### config.mk
export PLATFORM = sky130hd
export DESIGN_NAME = dap_cordic_cell
export DESIGN_NICKNAME = d
export VERILOG_FILES = /design/src/dap_pkg.sv /design/src/dap_cordic_cell.sv
export SDC_FILE = /design/constraint.sdc
export NUM_CORES = 1
export LEC_CHECK = 0
export BUFFER_PORTS_ARGS = -buffer_cell sky130_fd_sc_hd__buf_2
export CORE_AREA = 5 5 160 131
export CTS_CLUSTER_DIAMETER = 80
export DETAILED_ROUTE_END_ITERATION = 10
export DIE_AREA = 0 0 165 136
export PLACE_DENSITY_LB_ADDON = 0.2
export SYNTH_ARGS = -nofsm -noshare
export SYNTH_HDL_FRONTEND = slang
export SYNTH_SLANG_ARGS = --single-unit
### constraint.sdc
create_clock -name clk -period 3.8 [get_ports clk]
set_clock_uncertainty 0.15 [all_clocks]
set_input_delay 0 -clock clk [delete_from_list [all_inputs] [get_ports clk]]
set_output_delay 0 -clock clk [all_outputs]
set_load 0.02 [all_outputs]
### src/dap_pkg.sv
// Shared types, constants and a helper function for the dihedral angle pipeline.
package dap_pkg;

  localparam int CORDIC_STEPS = 16;
  localparam int COORD_W = 20;
  localparam int VEC_W = 21;
  localparam int SQRT_STEPS = 32;
  localparam int CRD_W = 35;

  typedef logic signed [VEC_W-1:0] vec_t;

  typedef struct packed {
    logic signed [31:0] qt;
    logic               neg;
  } side_t;

  typedef struct packed {
    logic zr;
    logic qneg;
    logic neg;
  } flag_t;

  // arctangent of 2^-i in units of 2^-32 turn, rounded
  localparam logic [31:0] ATAN_TAB [32] = '{
    32'h20000000, 32'h12E4051E, 32'h09FB385B, 32'h051111D4, 32'h028B0D43, 32'h0145D7E1,
    32'h00A2F61E, 32'h00517C55, 32'h0028BE53, 32'h00145F2F, 32'h000A2F98, 32'h000517CC,
    32'h00028BE6, 32'h000145F3, 32'h0000A2FA, 32'h0000517D, 32'h000028BE, 32'h0000145F,
    32'h00000A30, 32'h00000518, 32'h0000028C, 32'h00000146, 32'h000000A3, 32'h00000051,
    32'h00000029, 32'h00000014, 32'h0000000A, 32'h00000005, 32'h00000003, 32'h00000001,
    32'h00000001, 32'h00000000
  };

  // least k with (m >> k) <= 2^lim, saturating at 63
  function automatic logic [5:0] fit_shift(input logic [63:0] m, input int lim);
    logic [5:0] k;
    logic       found;
    k = 6'd63;
    found = 1'b0;
    for (int i = 0; i < 63; i++) begin
      if (!found && ((m >> i) <= (64'd1 << lim))) begin
        k = 6'(i);
        found = 1'b1;
      end
    end
    return k;
  endfunction

endpackage

### src/dap_cordic_cell.sv
// One vectoring micro-rotation of the arctangent chain.
module dap_cordic_cell #(
  parameter int IDX = 0
) (
  input  logic                                clk,
  input  logic                                rst,
  input  logic                                en,
  input  logic                                in_valid,
  input  logic signed [dap_pkg::CRD_W-1:0]    in_x,
  input  logic signed [dap_pkg::CRD_W-1:0]    in_y,
  input  logic signed [dap_pkg::CRD_W-1:0]    in_z,
  input  dap_pkg::flag_t                      in_flag,
  output logic                                out_valid,
  output logic signed [dap_pkg::CRD_W-1:0]    out_x,
  output logic signed [dap_pkg::CRD_W-1:0]    out_y,
  output logic signed [dap_pkg::CRD_W-1:0]    out_z,
  output dap_pkg::flag_t                      out_flag
);
  localparam logic signed [dap_pkg::CRD_W-1:0] ANG =
    dap_pkg::CRD_W'({1'b0, dap_pkg::ATAN_TAB[IDX]});

  logic signed [dap_pkg::CRD_W-1:0] dx, dy;

  assign dx = in_y >>> IDX;
  assign dy = in_x >>> IDX;

  always_ff @(posedge clk) begin
    if (rst) begin
      out_valid <= 1'b0;
    end else if (en) begin
      out_valid <= in_valid;
    end
  end

  always_ff @(posedge clk) begin
    if (en) begin
      if (in_y > 0) begin
        out_x <= in_x + dx;
        out_y <= in_y - dy;
        out_z <= in_z + ANG;
      end else begin
        out_x <= in_x - dx;
        out_y <= in_y + dy;
        out_z <= in_z - ANG;
      end
      out_flag <= in_flag;
    end
  end
endmodule

Word level (Yosys, flattened, before mapping)
Cells that the tools add are included.
- output and inout bits: 109
- bits of input ports: 112
- register bits after elaboration: 109
- logic and storage cells: 16
- muxes and demuxes: 3
- add/subtract/negate cells: 5
- magnitude comparators: 1
- operator list (kind ; number):
    35-bit two-way mux ; 3
    35-bit subtractor ; 2
    35-bit by 31-bit adder with 35-bit output (second input constant) ; 1
    35-bit adder ; 1
    35-bit by 1-bit > comparator with 1-bit output (second input constant) ; 1
    35-bit by 31-bit subtractor with 35-bit output (second input constant) ; 1

Depth between registers and ports, before layout
Gate-level depths: netlist of run 1.
- depth after elaboration: 2
- mapped depth: 13
- gate-level depth less buffers: 12

Least setup slack after synthesis of run 1
No wires, ideal clock.
- kind: input-to-reg
- from: in in_x[0] in the netlist's numbering
- to: reg out_y[26] in the netlist's numbering (data pin)
- library setup time: 267 ps
- slack: 996 ps
- data required time: 3383 ps
- arrival time: 2387 ps
- stages: 12
- buffers on the path: 0
- path through: ha_1 inv_1 fa_1 o21bai_1 a211o_1 a211oi_2 a2111oi_1 or4_4 a311o_1 nand2_1 o41ai_1 xnor2_1
- word-level cells in the longest chain between the ends: 2
- elaborated cells on any way between the ends: 3
- classes of those cells: add/sub (2); mux (1)
- ends and longest elaborated chain (element ; RTL line ; RTL):
    start, declared ; dap_cordic_cell.sv:9 ; input logic signed [dap_pkg::CRD_W-1:0] in_x,
    35-bit adder / 35-bit subtractor (equally long branches) ; dap_cordic_cell.sv:43, dap_cordic_cell.sv:39 ;
    35-bit two-way mux (*) ; dap_cordic_cell.sv:37 ; if (in_y > 0) begin
    end signal, assigned ; dap_cordic_cell.sv:39 ; out_y <= in_y - dy;
    end signal, assigned ; dap_cordic_cell.sv:43 ; out_y <= in_y + dy;
    end, declared ; dap_cordic_cell.sv:15 ; output logic signed [dap_pkg::CRD_W-1:0] out_y,
Every way passes the cells marked *; elsewhere a longest branch is shown, timed or not.
A chain may end at the register's enable or synchronous reset.

Worst setup path after layout of run 1
- from: in in_y[0] in the netlist's numbering
- to: reg out_y[32] in the netlist's numbering (data pin)
- word-level cells in the longest chain between the ends: 2
- elaborated cells on any way between the ends: 4
- classes of those cells: add/sub (2); order compare (1); mux (1)
- ends and longest elaborated chain (element ; RTL line ; RTL):
    start, declared ; dap_cordic_cell.sv:10 ; input logic signed [dap_pkg::CRD_W-1:0] in_y,
    35-bit adder, or another cell as far along ; dap_cordic_cell.sv:43 ;
    35-bit two-way mux (*) ; dap_cordic_cell.sv:37 ;
Marked as above.

==> results.json, run 1 <==
{
  "cp-end-kind": "flip-flop",
  "async_reset_ff_share_pct": 0,
  "avgSynthCellArea_um2": 8.811,
  "clock_sink_count": 108,
  "die_h_um": 136,
  "ff2ff_setup_slack_ns": 2.47,
  "drt-initial-drc-count": 1058,
  "drive_gt1_share_pct": 20.63,
  "synth_top_flop_cell": "edfxtp_1",
  "rsz0062_at_grt": "false",
  "clock_path_buffers": 2,
  "slew_viol_final": 0,
  "drv_cap": 0,
  "viasPerCell": 5.763,
  "synth_nets": 1309,
  "antenna_found_initial": 1,
  "fmax_mhz": 278.0,
  "cp-start-kind": "primary input",
  "cts_tree": "done",
  "nets": 1560,
  "power.density_mw_per_mm2": 362.0,
  "worst_r2r_path_depth": 3,
  "hold_violations": 0,
  "min-delay-start": "in_y[34]",
  "path_clk_slew_ns": 0.08,
  "totalWireLength_mm": 31.26,
  "ys_ff_latch": 108,
  "path_cells": "dlygate4sd3_1, buf_2, ha_1, inv_1, fa_1, o21bai_1, a211o_1, a211oi_4, a21oi_1, a31oi_1, o31a_1, nor3b_1, o21ai_0, xnor2_1",
  "yosysSeqAreaShare_pct": 33.76,
  "worstMarginPinSlew_ns": 0.9020,
  "max_stage_delay_ns": 0.57,
  "synth-edff-count": 107,
  "relSlewSlack_pct": 39.86,
  "slowest_stage": "dlygate4sd3_1",
  "hold_path_depth": 3,
  "vias": 9261,
  "fin_cells": 1607,
  "status": "completed",
  "ant_nets": 0,
  "grt_pass1_wl_mm": 47.22,
  "clk_latency_ns": 0.36,
  "setup_tns_ns": 0,
  "cts_made_buffers": 9,
  "yosysTopAreaCellShare_pct": 33.55,
  "drt_first_pass_iters": 6,
  "die-area_mm2": 0.02244,
  "synth_top_area_cell": "edfxtp_1",
  "grt-ovfl-total": 0,
  "clock-root-buffer": "clkbuf_16",
  "crit_path_max_fanout": 5,
  "grtUsageTotal_pct": 26.88,
  "fp-row-count": 46,
  "ir_drop_v": 0.0002084,
  "die_x_um": 165,
  "crit_buf_inv": 3,
  "core_area_mm2": 0.01934,
  "yosysWarnings": 0,
  "netlist_area_mm2": 0.009578,
  "synthTopCellsByCount": "122 x a21oi_1, 107 x edfxtp_1, 107 x nor2_1",
  "initial_core_util_pct": 49.53,
  "grt_max_degree": 67,
  "wl_per_cell_um": 19.45,
  "io_pins": 221,
  "cts_setup_buffers": 0,
  "port_buffers": 220,
  "hold_class": "primary input to flip-flop",
  "ys_types": 69,
  "gp_congestion": 0.9747,
  "cts_htree_levels": 3,
  "fin_crit_ns": 3.597,
  "leakage_nw": 5.264,
  "r2r-start": "out_valid",
  "path_delay_family": "compound AO/OA/AOI/OAI gates",
  "route.detailed.drc": 0,
  "insertedDiodeCount": 0,
  "syn_inst": 1087,
  "area_growth_pct": 23.15,
  "place.detailed.hpwl_mm": 24.34,
  "synth.area.top_cells": "edfxtp_1 34%, ha_1 14%, a21oi_1 6.4%, xnor2_1 5.7%, nor2_1 4.2%",
  "dp_cells": 1547,
  "worstPathArrival_ns": 3.56,
  "critical_path_required_ns": 3.76,
  "first_global_vias": 8620,
  "fin_crit_sh_pct": 94.66,
  "synthMostInstantiatedCell": "a21oi_1",
  "critical_path_class": "primary input to flip-flop",
  "hold-path-endpoint": "out_x[34]",
  "regToRegEndpoint": "out_valid",
  "setup_viol": 0
}
## tightest hold or removal path, cell delays in order
cell and delay [ns]:
buf_2 0.15, xor2_1 0.12, xnor2_1 0.15
## timing repair
item / CTS / global route
hold buffers: 44 / 0
endpoints found under the hold margin: 42 / 0
endpoints found under the setup margin: 0 / 2
resized for setup: 0 / 1
## sequential cells by signal, summed over array words and instances, names as in the netlist
register,cells
out_flag,3
out_z,35
out_y,34
out_valid,1
out_x,35
## routing by layer
metal	part of all wire [%]	vias to the layer above	track usage [%]
met1	45	4305	38.37
met4	1.9	2	6.513
li1	-	4413	-
met5	0.035	-	0
met2	44	494	42.27
met3	9.4	47	5.062
## final cells by class
cell class              instances  area (um2)
inverters                     103       386.6
well taps                     264       330.3
repair buffers                292        1767
multi-input cells             824        5764
clock buffers                   9       225.2
flip-flops and latches        108        3233
clock inverters                 7       88.84
fillers                      1732        7543
## cells in the final DEF (no fill, tap or decap), drive strengths merged, types with 19 or more instances in the layout
cell	count
dlygate4sd3	44
edfxtp	107
mux2i	19
nor2	107
inv	104
nor4	20
xnor2	62
buf	248
o21ai	57
nand2	52
a21o	31
nor3	21
ha	106
a21oi	122
## worst max-delay path by stage
stage,from,end,slack (ns),depth (start not counted)
detailed placement,in_x[8],out_x[27],0.31,12
floorplan,in_x[0],out_y[26],1.0,12
global route,in_y[0],out_y[32],0.01,14
global placement,in_x[8],out_x[33],0.43,12
CTS,in_y[0],out_y[32],0.23,14
finish,in_y[0],out_y[32],0.20,14
## power breakdown
part           switching [mW]  internal (mW)
Combinational            1.07          0.629
Sequential             0.0442           1.53
Clock                   0.518          0.476
Total                    1.63           2.64
## cell families (layout without fill, tap and decap cells)
family / Yosys count / after routing / share of synthesized area [%]
mux: 20 / 20 / 2.103
compound gates: 334 / 334 / 22.14
xor+xnor: 73 / 73 / 6.675
buf+inv: 155 / 411 / 6.218
flops: 108 / 108 / 33.76
simple gates: 287 / 287 / 14.42
fa+ha+maj: 110 / 110 / 14.68
## metrics by stage
step | cell area [um2] | setup WS, ns | util (%) | power [mW] | hold WS (ns)
after floorplan | 9578 | 0.9962 | - | 2.658 | -0.07762
after global placement | 11030 | 0.4349 | 57.05 | 3.225 | 0.01114
after detailed placement | 11030 | 0.3064 | 57.05 | 3.230 | 0.01215
after CTS | 11790 | 0.2348 | 60.95 | 4.266 | 0.006166
after global routing | 11800 | 0.01498 | 60.99 | 4.482 | 0.04511
final | 11800 | 0.2028 | 60.99 | 4.270 | 0.006056
Note: power is estimated with default switching activity, not from simulation.
==> inputs of run 2 (changes only) <==
==> constraint.sdc (replaced) <==
create_clock -name clk -period 3.8 [get_ports clk]
set_clock_uncertainty 0.15 [all_clocks]
set_input_delay 0.76 -clock clk [delete_from_list [all_inputs] [get_ports clk]]
set_output_delay 0.76 -clock clk [all_outputs]
set_load 0.02 [all_outputs]
==> run 2 against run 1 <==
Against the previous run: sequential cell count unchanged; core utilization up 2.3 points; sequential power barely moved; cell count grew 4.4%; routed wire length is 2.7% higher; design area increased by 3.8%; sequential share of layout area down 0.99 points; combinational power up 7%; critical path type unchanged.
==> results.json, run 2 (synthesis gave the netlist of run 1 again) <==
{
  "insertedDiodeCount": 0,
  "hold_class": "flip-flop to flip-flop",
  "drive_gt1_share_pct": 27.79,
  "fin_crit_ns": 3.676,
  "ant_nets": 0,
  "rsz0062_at_grt": "false",
  "sequentialPowerShare_pct": 35.8,
  "cts_made_buffers": 9,
  "ir_drop_v": 0.0002004,
  "whs_ns": 0.3716,
  "antenna_found_initial": 1,
  "cp-start-kind": "primary input",
  "leakage_nw": 5.643,
  "switchingPower_mw": 1.670,
  "regArea_mm2": 0.003233,
  "crit_buf_inv": 4,
  "dp_cells": 1662,
  "worstPathArrival_ns": 3.64,
  "fin_cells": 1678,
  "critical_path_class": "primary input to flip-flop",
  "io_pins": 221,
  "route.detailed.drc": 0,
  "die-area_mm2": 0.02244,
  "swShare_pct": 37.95,
  "clock_path_buffers": 2,
  "area_growth_pct": 27.79,
  "path_clk_slew_ns": 0.08,
  "status": "completed",
  "first_global_vias": 8917,
  "max_stage_delay_ns": 0.37,
  "cp-end-kind": "flip-flop",
  "clock_sink_count": 108,
  "worstMarginPinSlew_ns": 0.7127,
  "die_h_um": 136,
  "path_delay_family": "compound AO/OA/AOI/OAI gates",
  "port_buffers": 220,
  "totalWireLength_mm": 32.10,
  "fp-row-count": 46,
  "viasPerCell": 5.720,
  "grt_pass1_wl_mm": 48.62,
  "setup_tns_ns": 0,
  "final_cell_mix": "219 x buf_2, 141 x buf_4, 121 x a21oi_1",
  "grt_max_degree": 52,
  "hold_violations": 0,
  "grt-ovfl-total": 0,
  "fillers": 1672,
  "clockPowerShare_pct": 22.8,
  "power_mw": 4.400,
  "pre_cts_ws_ns": -0.2867,
  "crit_path_max_fanout": 4,
  "cts_htree_levels": 3,
  "setup_viol": 0,
  "drv_cap": 0,
  "path_cells": "buf_2, buf_4, inv_1, fa_1, o21bai_1, a211o_1, a211oi_2, buf_4, a21oi_1, a31oi_1, o31a_1, nor3b_1, o22ai_1, xnor2_1",
  "met2_length_mm": 13.85,
  "drt_first_pass_iters": 6,
  "slew_viol_final": 0,
  "p_int_mw": 2.730,
  "crit_top_cell": "buf_4",
  "biggestRegsByFlops": "out_x x35, out_z x35, out_y x34",
  "core_area_mm2": 0.01934,
  "nets": 1631,
  "cts_tree": "done",
  "power.density_mw_per_mm2": 359.5,
  "critical_path_required_ns": 3.76,
  "initial_core_util_pct": 49.53,
  "fmax_mhz": 272.0,
  "fin_crit_sh_pct": 96.75,
  "cts_setup_buffers": 0,
  "combPwrFrac_pct": 41.4,
  "place.detailed.hpwl_mm": 26.54,
  "grtUsageTotal_pct": 27.95,
  "wl_per_cell_um": 19.13,
  "clk_latency_ns": 0.36,
  "clock-root-buffer": "clkbuf_16",
  "drt-met1-wl_mm": 14.15,
  "gp_congestion": 0.9690,
  "wl_met3_mm": 3.555,
  "die_x_um": 165,
  "slowest_stage": "a211o_1",
  "setup_ws_ns": 0.1236,
  "multiInputGateArea_mm2": 0.005761,
  "highest_layer": "met5",
  "vias": 9598,
  "final_common_cell": "buf_2",
  "relSlewSlack_pct": 52.49,
  "drt-initial-drc-count": 1046
}
## run 2: timing repair
action | 4_1_cts | 5_1_grt
endpoints found under the setup margin | 0 | 4
gates resized for setup | 0 | 1
hold buffers | 0 | 0
## run 2: routing by layer
layer / track usage [%] / vias to the layer above
met2: 43.09 / 534
met4: 6.143 / 2
li1: - / 4562
met3: 6.790 / 45
met5: 0 / -
met1: 39.92 / 4455
## run 2: through the flow
stage,cell area [um2],utilization (%)
after floorplan,9578,-
after detailed placement,11920,61.65
after CTS,12240,63.27
after global placement,11920,61.65
final,12240,63.29
after global routing,12240,63.29
## run 2: cell type report
| class | count | area share (%) |
|---|---|---|
| Tap cell | 264 | 2.699 |
| Clock inverter | 7 | 0.7258 |
| Inverter | 103 | 3.159 |
| Multi-Input combinational cell | 824 | 47.07 |
| Timing Repair Buffer | 363 | 18.09 |
| Clock buffer | 9 | 1.840 |
| Sequential cell | 108 | 26.42 |
## run 2: worst paths after layout
check / startpoint / end / slack (ns) / cells after the start
max reg2reg: out_valid / out_valid / 3.04 / 2
max: in_y[1] / out_x[32] / 0.12 / 14
min reg2reg: out_valid / out_valid / 0.37 / 2
min: out_valid / out_valid / 0.37 / 2
## run 2: power by group through the flow
stage	Combinational [mW]	Sequential [mW]	Clock, mW
global placement	1.79	1.60	0
detailed placement	1.79	1.60	0
finish	1.82	1.58	1.00
floorplan	0.830	1.83	0
CTS	1.80	1.58	1.02
global route	1.96	1.59	1.07
## run 2: worst min-delay path: stages, from the launching register on
cell and delay (ns):
dfxtp_1 0.34, mux2i_1 0.07, nor2_1 0.08
