==> src/dap_pkg.sv <==
// Shared types, constants and a helper function for the dihedral angle pipeline.
package dap_pkg;

  localparam int CORDIC_STEPS = 16;
  localparam int COORD_W = 20;
  localparam int VEC_W = 21;
  localparam int SQRT_STEPS = 32;
  localparam int CRD_W = 35;

  typedef logic signed [VEC_W-1:0] vec_t;

  typedef struct packed {
    logic signed [31:0] qt;
    logic               neg;
  } side_t;

  typedef struct packed {
    logic zr;
    logic qneg;
    logic neg;
  } flag_t;

  // arctangent of 2^-i in units of 2^-32 turn, rounded
  localparam logic [31:0] ATAN_TAB [32] = '{
    32'h20000000, 32'h12E4051E, 32'h09FB385B, 32'h051111D4, 32'h028B0D43, 32'h0145D7E1,
    32'h00A2F61E, 32'h00517C55, 32'h0028BE53, 32'h00145F2F, 32'h000A2F98, 32'h000517CC,
    32'h00028BE6, 32'h000145F3, 32'h0000A2FA, 32'h0000517D, 32'h000028BE, 32'h0000145F,
    32'h00000A30, 32'h00000518, 32'h0000028C, 32'h00000146, 32'h000000A3, 32'h00000051,
    32'h00000029, 32'h00000014, 32'h0000000A, 32'h00000005, 32'h00000003, 32'h00000001,
    32'h00000001, 32'h00000000
  };

  // least k with (m >> k) <= 2^lim, saturating at 63
  function automatic logic [5:0] fit_shift(input logic [63:0] m, input int lim);
    logic [5:0] k;
    logic       found;
    k = 6'd63;
    found = 1'b0;
    for (int i = 0; i < 63; i++) begin
      if (!found && ((m >> i) <= (64'd1 << lim))) begin
        k = 6'(i);
        found = 1'b1;
      end
    end
    return k;
  endfunction

endpackage

==> src/dap_sqrt_cell.sv <==
// One digit step of the integer square root chain.
module dap_sqrt_cell #(
  parameter int IDX = 0
) (
  input  logic           clk,
  input  logic           rst,
  input  logic           en,
  input  logic           in_valid,
  input  logic [63:0]    in_a,
  input  logic [63:0]    in_res,
  input  dap_pkg::side_t in_side,
  output logic           out_valid,
  output logic [63:0]    out_a,
  output logic [63:0]    out_res,
  output dap_pkg::side_t out_side
);
  localparam logic [63:0] B = 64'd1 << (2 * IDX);

  logic [63:0] trial;
  logic        take;

  assign trial = in_res + B;
  assign take  = in_a >= trial;

  always_ff @(posedge clk) begin
    if (rst) begin
      out_valid <= 1'b0;
    end else if (en) begin
      out_valid <= in_valid;
    end
  end

  always_ff @(posedge clk) begin
    if (en) begin
      out_a    <= take ? in_a - trial : in_a;
      out_res  <= take ? (in_res >> 1) + B : in_res >> 1;
      out_side <= in_side;
    end
  end
endmodule

==> config.mk <==
export PLATFORM = sky130hd
export DESIGN_NAME = dap_sqrt_cell
export DESIGN_NICKNAME = d
export VERILOG_FILES = /design/src/dap_pkg.sv /design/src/dap_sqrt_cell.sv
export SDC_FILE = /design/constraint.sdc
export NUM_CORES = 1
export LEC_CHECK = 0
export BUFFER_PORTS_ARGS = -buffer_cell sky130_fd_sc_hd__buf_4
export CAP_MARGIN = 10
export CORE_MARGIN = 4
export CORE_UTILIZATION = 37
export CTS_BUF_LIST = sky130_fd_sc_hd__clkbuf_4 sky130_fd_sc_hd__clkbuf_8
export DETAILED_ROUTE_END_ITERATION = 16
export PLACE_DENSITY = 0.56
export SYNTH_ARGS = -nofsm -noshare
export SYNTH_HDL_FRONTEND = slang
export SYNTH_SLANG_ARGS = --single-unit
==> constraint.sdc <==
create_clock -name clk -period 6.9 [get_ports clk]
set_input_delay 1.035 -clock clk [delete_from_list [all_inputs] [get_ports clk]]
set_output_delay 1.035 -clock clk [all_outputs]
set_load 0.02 [all_outputs]
# ---- After elaboration in Yosys (flattened, before gate mapping)
# Index checks and enable logic that the tools add are counted.
# W data, S select, Z words.
dict set report word_totals {
  register_bits 162
  in_bits 165
  out_inout_bits 162
  elab_cells 12
}
dict set report op_classes {
  add_sub_neg 3
  n_lt_le_gt_ge 1
  muxes 2
}
# op count
set op_table {}
lappend op_table {{$add A63 B1 Y64 const B} 1}
lappend op_table {{$add A64 B1 Y64 const B} 1}
lappend op_table {{$ge A64 B64 Y1} 1}
lappend op_table {{$mux W64} 1}
lappend op_table {{$sub A64 B64 Y64} 1}
lappend op_table {{$mux W63} 1}

# ---- Longest topological paths before layout
# Gate-level depths: netlist (run 1).
dict set report logic_depth {
  word_depth 3
  ltp_mapped 27
  ltp_nobuf 20
}

# ---- Worst setup path before layout (run 1)
# OpenSTA, ideal clock, no wires.
dict set report synth_timing {
  kind {input to register}
  from {input in_res[1]}
  to {register out_a[56], data pin}
  t_arrival_ns 5.829
  t_required_ns 6.638
  path_slack_ns 0.809
  cell_stages 25
  cell_sequence {ha_1 and3_1 and4_1 clkbuf_1 and3_1 clkbuf_1 nand2_1 nor4_1 nand2_1 or2_2 clkbuf_1 xor2_1 ha_1 clkbuf_1 and2_1 nand3_1 or4_1 clkbuf_1 o41ai_4 nand2_1 buf_2 buf_2 buf_1 nand2_1 o41ai_2}
}
dict set report synth_between {
  elab_chain_len 3
  word_cells_on_any_way 4
  cone_classes {2 x add/sub; 1 x order compare; 1 x mux}
}
# item line
set synth_rtl {}
lappend synth_rtl {{start: declaration} dap_sqrt_cell.sv:10} ;# input logic [63:0] in_res,
lappend synth_rtl {{$add A64 B1 Y64 (*)} dap_sqrt_cell.sv:22} ;# assign trial = in_res + B;
lappend synth_rtl {{$sub A64 B64 Y64 or $ge A64 B64 Y1 (tied branches)} {dap_sqrt_cell.sv:35, dap_sqrt_cell.sv:23}}
lappend synth_rtl {{$mux W64 (*)} dap_sqrt_cell.sv:35} ;# out_a <= take ? in_a - trial : in_a;
lappend synth_rtl {{end signal: assignment} dap_sqrt_cell.sv:35}
lappend synth_rtl {{end: declaration} dap_sqrt_cell.sv:13} ;# output logic [63:0] out_a,
# Every way passes the cells marked *; elsewhere a longest branch is shown, timed or not.
# A chain may end at the register's enable or synchronous reset.

# ---- Final worst setup path (run 1)
dict set report layout_timing {
  from {input in_res[1]}
  to {register out_res[18], data pin}
}
dict set report layout_between {
  elab_chain_len 3
  word_cells_on_any_way 4
  cone_classes {2 x add/sub; 1 x order compare; 1 x mux}
}
# item line
set layout_rtl {}
lappend layout_rtl {{$add A64 B1 Y64} dap_sqrt_cell.sv:22}
lappend layout_rtl {{$ge A64 B64 Y1} dap_sqrt_cell.sv:23} ;# assign take = in_a >= trial;
lappend layout_rtl {{$mux W63 (*)} dap_sqrt_cell.sv:36} ;# out_res <= take ? (in_res >> 1) + B : in_res >> 1;
lappend layout_rtl {{end signal: assignment} dap_sqrt_cell.sv:36}
lappend layout_rtl {{end: declaration} dap_sqrt_cell.sv:14} ;# output logic [63:0] out_res,
# Marks and branches as above.

==> results of run 1 <==
-- cells in the mapped netlist (9+ instances only) --
| master | count | share of area, % |
|---|---|---|
| xor2_1 | 86 | 6.2 |
| nand4_1 | 48 | 2.5 |
| o21bai_1 | 16 | 0.98 |
| nor4_1 | 18 | 0.92 |
| inv_1 | 26 | 0.80 |
| buf_2 | 14 | 0.57 |
| or3_1 | 11 | 0.56 |
| or2_2 | 12 | 0.61 |
| nor3_1 | 47 | 1.9 |
| edfxtp_1 | 161 | 39 |
| ha_1 | 66 | 6.7 |
| o21ai_0 | 87 | 3.6 |
| a211oi_1 | 11 | 0.67 |
| nand3_1 | 35 | 1.4 |
| nand2_1 | 171 | 5.2 |
| and4_1 | 10 | 0.72 |
| nand2b_1 | 9 | 0.46 |
| and3_1 | 23 | 1.2 |
| clkbuf_1 | 50 | 1.5 |
| nor2_1 | 102 | 3.1 |
| a21o_1 | 41 | 2.5 |
| a21oi_1 | 87 | 3.6 |
| xnor2_1 | 87 | 6.2 |
-- kinds of logic after synthesis --
group                      after synthesis
and+or+nand+nor                        522
buffers and inverters                   97
adders and majority gates               67
muxes                                    4
DFF                                    162
xor gates and xnor gates               173
AOI/OAI and AO/OA                      318
-- sequential cells by signal (all words and copies together) (netlist names) --
| signal | cells |
|---|---|
| out_res | 64 |
| out_side | 33 |
| out_valid | 1 |
| out_a | 64 |
-- where the power goes --
part	switching, mW	total (mW)	leakage (nW)	internal, mW
logic	0.639	1.06	4.55	0.421
clock network	0.445	0.785	0.208	0.341
registers	0.0358	1.25	1.58	1.21
-- area by class of cell --
cell class	instances	area, um^2
timing repair buffer	362	2759
tap	442	553.0
sequential	162	4855
clock buffer	17	234.0
clock inverter	15	191.4
fill	3204	16920
multi-input combinational	1084	7012
inverter	26	97.59
-- cell usage in the layout, fill, tap and decap left out, types with 6 or more instances in the layout --
cell type	instances
buf_4	358
a31oi_1	6
nor2_2	6
nand3_1	35
inv_6	7
nand2_1	170
nand4_1	48
nor4_2	6
clkbuf_8	17
xnor2_1	87
a21oi_1	87
and4_1	10
a211oi_1	11
and2_1	8
edfxtp_1	161
o21bai_1	16
nor4_1	18
or2_2	12
o21ai_0	87
inv_1	26
nor3_1	47
o31ai_1	8
and3_1	23
xor2_1	86
nor2_1	101
ha_1	66
a2111oi_0	7
a21o_1	41
o21a_1	8
nand2b_1	9
or3_1	11
-- layer usage --
metal / wire (um) / global-route usage (%) / share of wire, %
met1: 20440 / 34.58 / 45
met4: 1152 / 7.179 / 2.5
met3: 3723 / 5.376 / 8.1
met5: 14 / 0 / 0.031
met2: 20540 / 38.27 / 45
-- worst max path at each step --
stage / slack (ps) / cells after the start / end / start
2_1_floorplan: 810 / 25 / out_a[56]$_DFFE_PP_ / in_res[1]
3_3_place_gp: 310 / 18 / out_res[58]$_DFFE_PP_ / in_res[1]
3_5_place_dp: 240 / 21 / out_res[18]$_DFFE_PP_ / in_res[1]
4_1_cts: 730 / 21 / out_res[18]$_DFFE_PP_ / in_res[1]
5_1_grt: 330 / 21 / out_res[18]$_DFFE_PP_ / in_res[1]
6_report: 620 / 21 / out_res[18]$_DFFE_PP_ / in_res[1]
-- worst max-delay path, delay by kind of cell --
kind | cells | cell delay, ps
compound gates | 5 | 1020
xor+xnor | 2 | 420
fa+ha+maj | 2 | 600
buf+inv | 2 | 400
simple gates | 10 | 2960
==> metrics.cfg, run 1 <==
[timing]
period_minus_slack_ps=6284
finalSetupViolations=0
fin_setup_tns_ps=0
timing.hold.ws_ps=526.0
hold_violations=0
slew_viol_final=0
layout_setup_ws_ps=616.1
fmax_mhz=159.1
grt_setup_unrepaired=false
skew_ps=0
worst_pin_slew_ps=824.3
period_share_pct=91.07
slew_headroom_pct=45.04

[status]
outcome=finished clean

[pwr]
power_density_nw_per_um2=197.1
p_leak_nw=6.343
p_total_mw=3.094
vdd_ir_drop_max_mv=0.1406

[synthesis]
muxShareOfSynthArea_pct=0.3373
syn_area_um2=12240
async_reset_ff_share_pct=0
yosys.area_share.simple_pct=20.94
syn_nets=1575
ys_ff_latch=162
synth_top_family_by_area=simple AND/OR/NAND/NOR gates
synth-compound-area-share_pct=16.62
synth.distinct_cells=67
yosys_warnings=0
avgSynthCellArea_um2=9.115
synth_edf_count=161
ys_seq_area_share_pct=39.66
synth_top_flop_cell=edfxtp_1
synth_xor_area_share_pct=12.38
synth_adder_area_share_pct=6.909
syn_inst=1343

[global_route]
grt_pass1_wl_um=67780
grt_pass1_vias=11270
grt_max_degree=59
grt_util_all_layers_pct=24.60
grt.overflow.total=0
antenna_found_initial=2

[critical_path]
crit_type=input pin to flip-flop
worstReg2RegStart=out_valid$_SDFFE_PP0P_
crit_chain=buf_4 > ha_1 > and3_1 > and4_1 > and4_1 > and4_1 > nand2_1 > or3_1 > nor3_1 > xnor2_1 > ha_1 > a21o_1 > a21o_1 > a21oi_1 > o211ai_1 > nor3_1 > o41ai_4 > nand2_4 > buf_12 > nor3_1 > xor2_1
worst-endpoint-arrival_ps=6510
required_ps=7120
start_kind=input pin
end_kind=flip-flop
timing.rr.end=out_valid$_SDFFE_PP0P_
crit_path_max_fanout=52
critPathSlowestCell=or3_1
rrSetupSlack_ps=6300
critPathMaxStageDelay_ps=490
rr_worst_depth=2

[final_layout]
antenna_cells=0
drive_gt1_share_pct=25.51
fin_util_pct=48.14
postLayoutCellArea_um2=15700
nets=1885
areaGrowthSynthToFinish_pct=28.26
layout.cells.non_filler=2108

[placement]
placed_area_um2=15280
hpwlAfterDp_um=37540
io_buffers=326
dp.cells=2076
gp_congestion=0.9593
dp_slack_ps=237.6

[clock_tree]
cts_tree=yes
holdBufCountCts=0
htree_levels=4
clock-sinks=162
cts_resized=0
post-cts-setup-buffers=0
cts_buffer_depth=2
clk_pin_slew_ps=100
clk_latency_ps=470
clockRootBuffer=clkbuf_8
cts_buffers=17

[floorplan]
start_util_pct=37.53
die-area_um2=36060
num_rows=66
die_width_um=189.9
fp.coreArea_um2=32620
io_pins=327
die_y_um=189.9

[job]
maxCapViolations=0

[route]
vias_per_cell=5.459
totalWireLength_um=45870
drc_errors=0
wl_per_cell_um=21.76
drtIter0Drc=895
dr.pass1.iters=5
ant_nets=0
via_count=11510

[hold_path]
hold_path_class=flip-flop to flip-flop
hold_end=out_valid$_SDFFE_PP0P_
worstHoldStart=out_valid$_SDFFE_PP0P_
min_path_cells=2

Note: power is estimated with default switching activity, not from simulation.
==> run 2: changes to the inputs <==
- GPL_TIMING_DRIVEN: not set -> 0
==> metrics.cfg, run 2 (synthesis results as in run 1) <==
[critical_path]
start_kind=input pin  ; unchanged
critPathBufInv=4  ; was 2
critPathMaxStageDelay_ps=510  ; was 490 ps
crit_chain=clkbuf_2 > nand4_1 > or2_1 > or3_1 > or2_2 > clkbuf_1 > or3_1 > nor2_1 > nand3_1 > nor2_1 > xnor2_1 > ha_1 > and2_1 > nand3_1 > or4_1 > clkbuf_1 > o221ai_1 > nor3_2 > o41ai_4 > buf_4 > nand4_1 > nor4_2 > xor2_1  ; was buf_4 > ha_1 > and3_1 > and4_1 > and4_1 > and4_1 > nand2_1 > or3_1 > nor3_1 > xnor2_1 > ha_1 > a21o_1 > a21o_1 > a21oi_1 > o211ai_1 > nor3_1 > o41ai_4 > nand2_4 > buf_12 > nor3_1 > xor2_1
end_kind=flip-flop  ; unchanged
critPathSlowestCell=or3_1  ; unchanged
required_ps=7140  ; was 7120 ps
crit_family=simple AND/OR/NAND/NOR gates  ; unchanged
crit_path_max_fanout=7  ; was 52
worst-endpoint-arrival_ps=6930  ; was 6510 ps
crit_type=input pin to flip-flop  ; unchanged

[timing]
period_share_pct=96.99  ; was 91.07%
fmax_mhz=149.4  ; was 159.1 MHz
slew_viol_final=0  ; unchanged
slew_headroom_pct=24.64  ; was 45.04%
period_minus_slack_ps=6692  ; was 6284 ps
skew_ps=0  ; unchanged
timing.hold.ws_ps=508.6  ; was 526.0 ps
grt_setup_unrepaired=true  ; was false
finalSetupViolations=0  ; unchanged
hold_violations=0  ; unchanged
worst_pin_slew_ps=1102  ; was 824.3 ps

[clock_tree]
holdBufCountCts=0  ; unchanged
cts_buffer_depth=2  ; unchanged
clk_pin_slew_ps=90  ; was 100 ps
htree_levels=4  ; unchanged
clockRootBuffer=clkbuf_8  ; unchanged
clk_latency_ps=490  ; was 470 ps
clock-sinks=162  ; unchanged
cts_buffers=17  ; unchanged
cts_tree=yes  ; unchanged

[global_route]
antenna_found_initial=3  ; was 2
grt.overflow.total=0  ; unchanged
grt_max_degree=106  ; was 59
grt_pass1_vias=11280  ; was 11270
grt_pass1_wl_um=68780  ; was 67780 um
grt_util_all_layers_pct=25.06  ; was 24.60%

[final_layout]
drive_gt1_share_pct=24.27  ; was 25.51%
fill_cells=3240  ; was 3204
layout.cells.non_filler=2132  ; was 2108
areaGrowthSynthToFinish_pct=28.17  ; was 28.26%
mostFrequentLayoutCells=buf_4, nand2_1, edfxtp_1  ; unchanged
largestRegisters=out_a: 64 flops, out_res: 64 flops, out_side: 33 flops  ; unchanged
nets=1908  ; was 1885
layout_commonest_cell=buf_4  ; unchanged

[pwr]
p_total_mw=3.086  ; was 3.094 mW
power_density_nw_per_um2=196.7  ; was 197.1 nW/um^2
vdd_ir_drop_max_mv=0.1195  ; was 0.1406 mV
p_leak_nw=6.271  ; was 6.343 nW

[floorplan]
die_y_um=189.9  ; unchanged
die-area_um2=36060  ; unchanged
io_pins=327  ; unchanged
num_rows=66  ; unchanged
fp.coreArea_um2=32620  ; unchanged
die_width_um=189.9  ; unchanged
start_util_pct=37.53  ; unchanged

[placement]
dp.cells=2095  ; was 2076
io_buffers=309  ; was 326
hpwlAfterDp_um=37940  ; was 37540 um
gp_congestion=0.9416  ; was 0.9593

[route]
dr.pass1.iters=7  ; was 5
ant_nets=0  ; unchanged
totalWireLength_um=47030  ; was 45870 um
drtIter0Drc=923  ; was 895
via_count=11630  ; was 11510
wl_per_cell_um=22.06  ; was 21.76 um
vias_per_cell=5.456  ; was 5.459
drc_errors=0  ; unchanged

[hold_path]
hold_path_class=flip-flop to flip-flop  ; unchanged

[job]
maxCapViolations=0  ; unchanged

[status]
outcome=finished clean  ; unchanged

==> run 2: cell count changes in the layout (fill, tap and decap cells not counted), moves of 3 or more <==
cell      previous run  this run
buf_2                0         9
clkbuf_1             0        44
buf_4              358       320
buf_12               3         0
clkinv_4             0         3
clkbuf_2             0         4
clkbuf_4             0         6
inv_6                7         1
==> run 2: path summary, 6_finish.rpt <==
path                               start  slack (ps)  cells past startpoint                     end
setup / recovery               in_res[8]         210                     23   out_res[60]$_DFFE_PP_
hold / removal    out_valid$_SDFFE_PP0P_         510                      2  out_valid$_SDFFE_PP0P_
setup reg to reg  out_valid$_SDFFE_PP0P_        6310                      2  out_valid$_SDFFE_PP0P_
hold reg to reg   out_valid$_SDFFE_PP0P_         510                      2  out_valid$_SDFFE_PP0P_
==> run 2: timing repair <==
item / in CTS / in global routing
endpoints found under the setup margin: 127 / 116
setup buffers: 2 / 6
gates resized for setup: 12 / 16
pin swaps: 2 / 2
==> run 2: cell type report <==
type | instances | area, um^2 | area share [%]
Inverter | 26 | 97.59 | 0.6220
Buffer | 67 | 301.5 | 1.922
Multi-Input combinational cell | 1084 | 7053 | 44.95
Antenna cell | 1 | 2.502 | 0.01595
Sequential cell | 162 | 4855 | 30.94
Tap cell | 442 | 553.0 | 3.525
Clock inverter | 12 | 156.4 | 0.9968
Timing Repair Buffer | 318 | 2415 | 15.39
Clock buffer | 20 | 256.5 | 1.635
==> run 2: worst register-to-register path: stages, from the launching register on <==
cell     delay [ps]
dfxtp_1         320
mux2i_1         120
nor2_1           50
==> run 2: metal layers <==
layer  wire length, um  track usage (%)
met2             20960            39.05
met5                22                0
met1             20960            34.03
met3              3909            6.771
met4              1171            8.069
==> run 2: report_power, final <==
group | total [mW] | leakage, nW | internal [mW] | switching, mW
clock | 0.759 | 0.209 | 0.371 | 0.387
sequential | 1.24 | 1.58 | 1.21 | 0.0315
combinational | 1.08 | 4.48 | 0.414 | 0.669
total | 3.09 | 6.27 | 2.00 | 1.09
==> run 2: through the flow <==
| stage | TNS [ps] | setup slack (ps) | util, % | instance area, um^2 |
|---|---|---|---|---|
| CTS | 0 | 12.27 | 47.83 | 15600 |
| global placement | -141310 | -1760 | 46.34 | 15110 |
| floorplan | 0 | 809.2 | - | 12240 |
| finish | 0 | 207.8 | 48.10 | 15690 |
| global route | -31.19 | -28.68 | 48.10 | 15690 |
| detailed placement | -138860 | -1716 | 46.44 | 15150 |
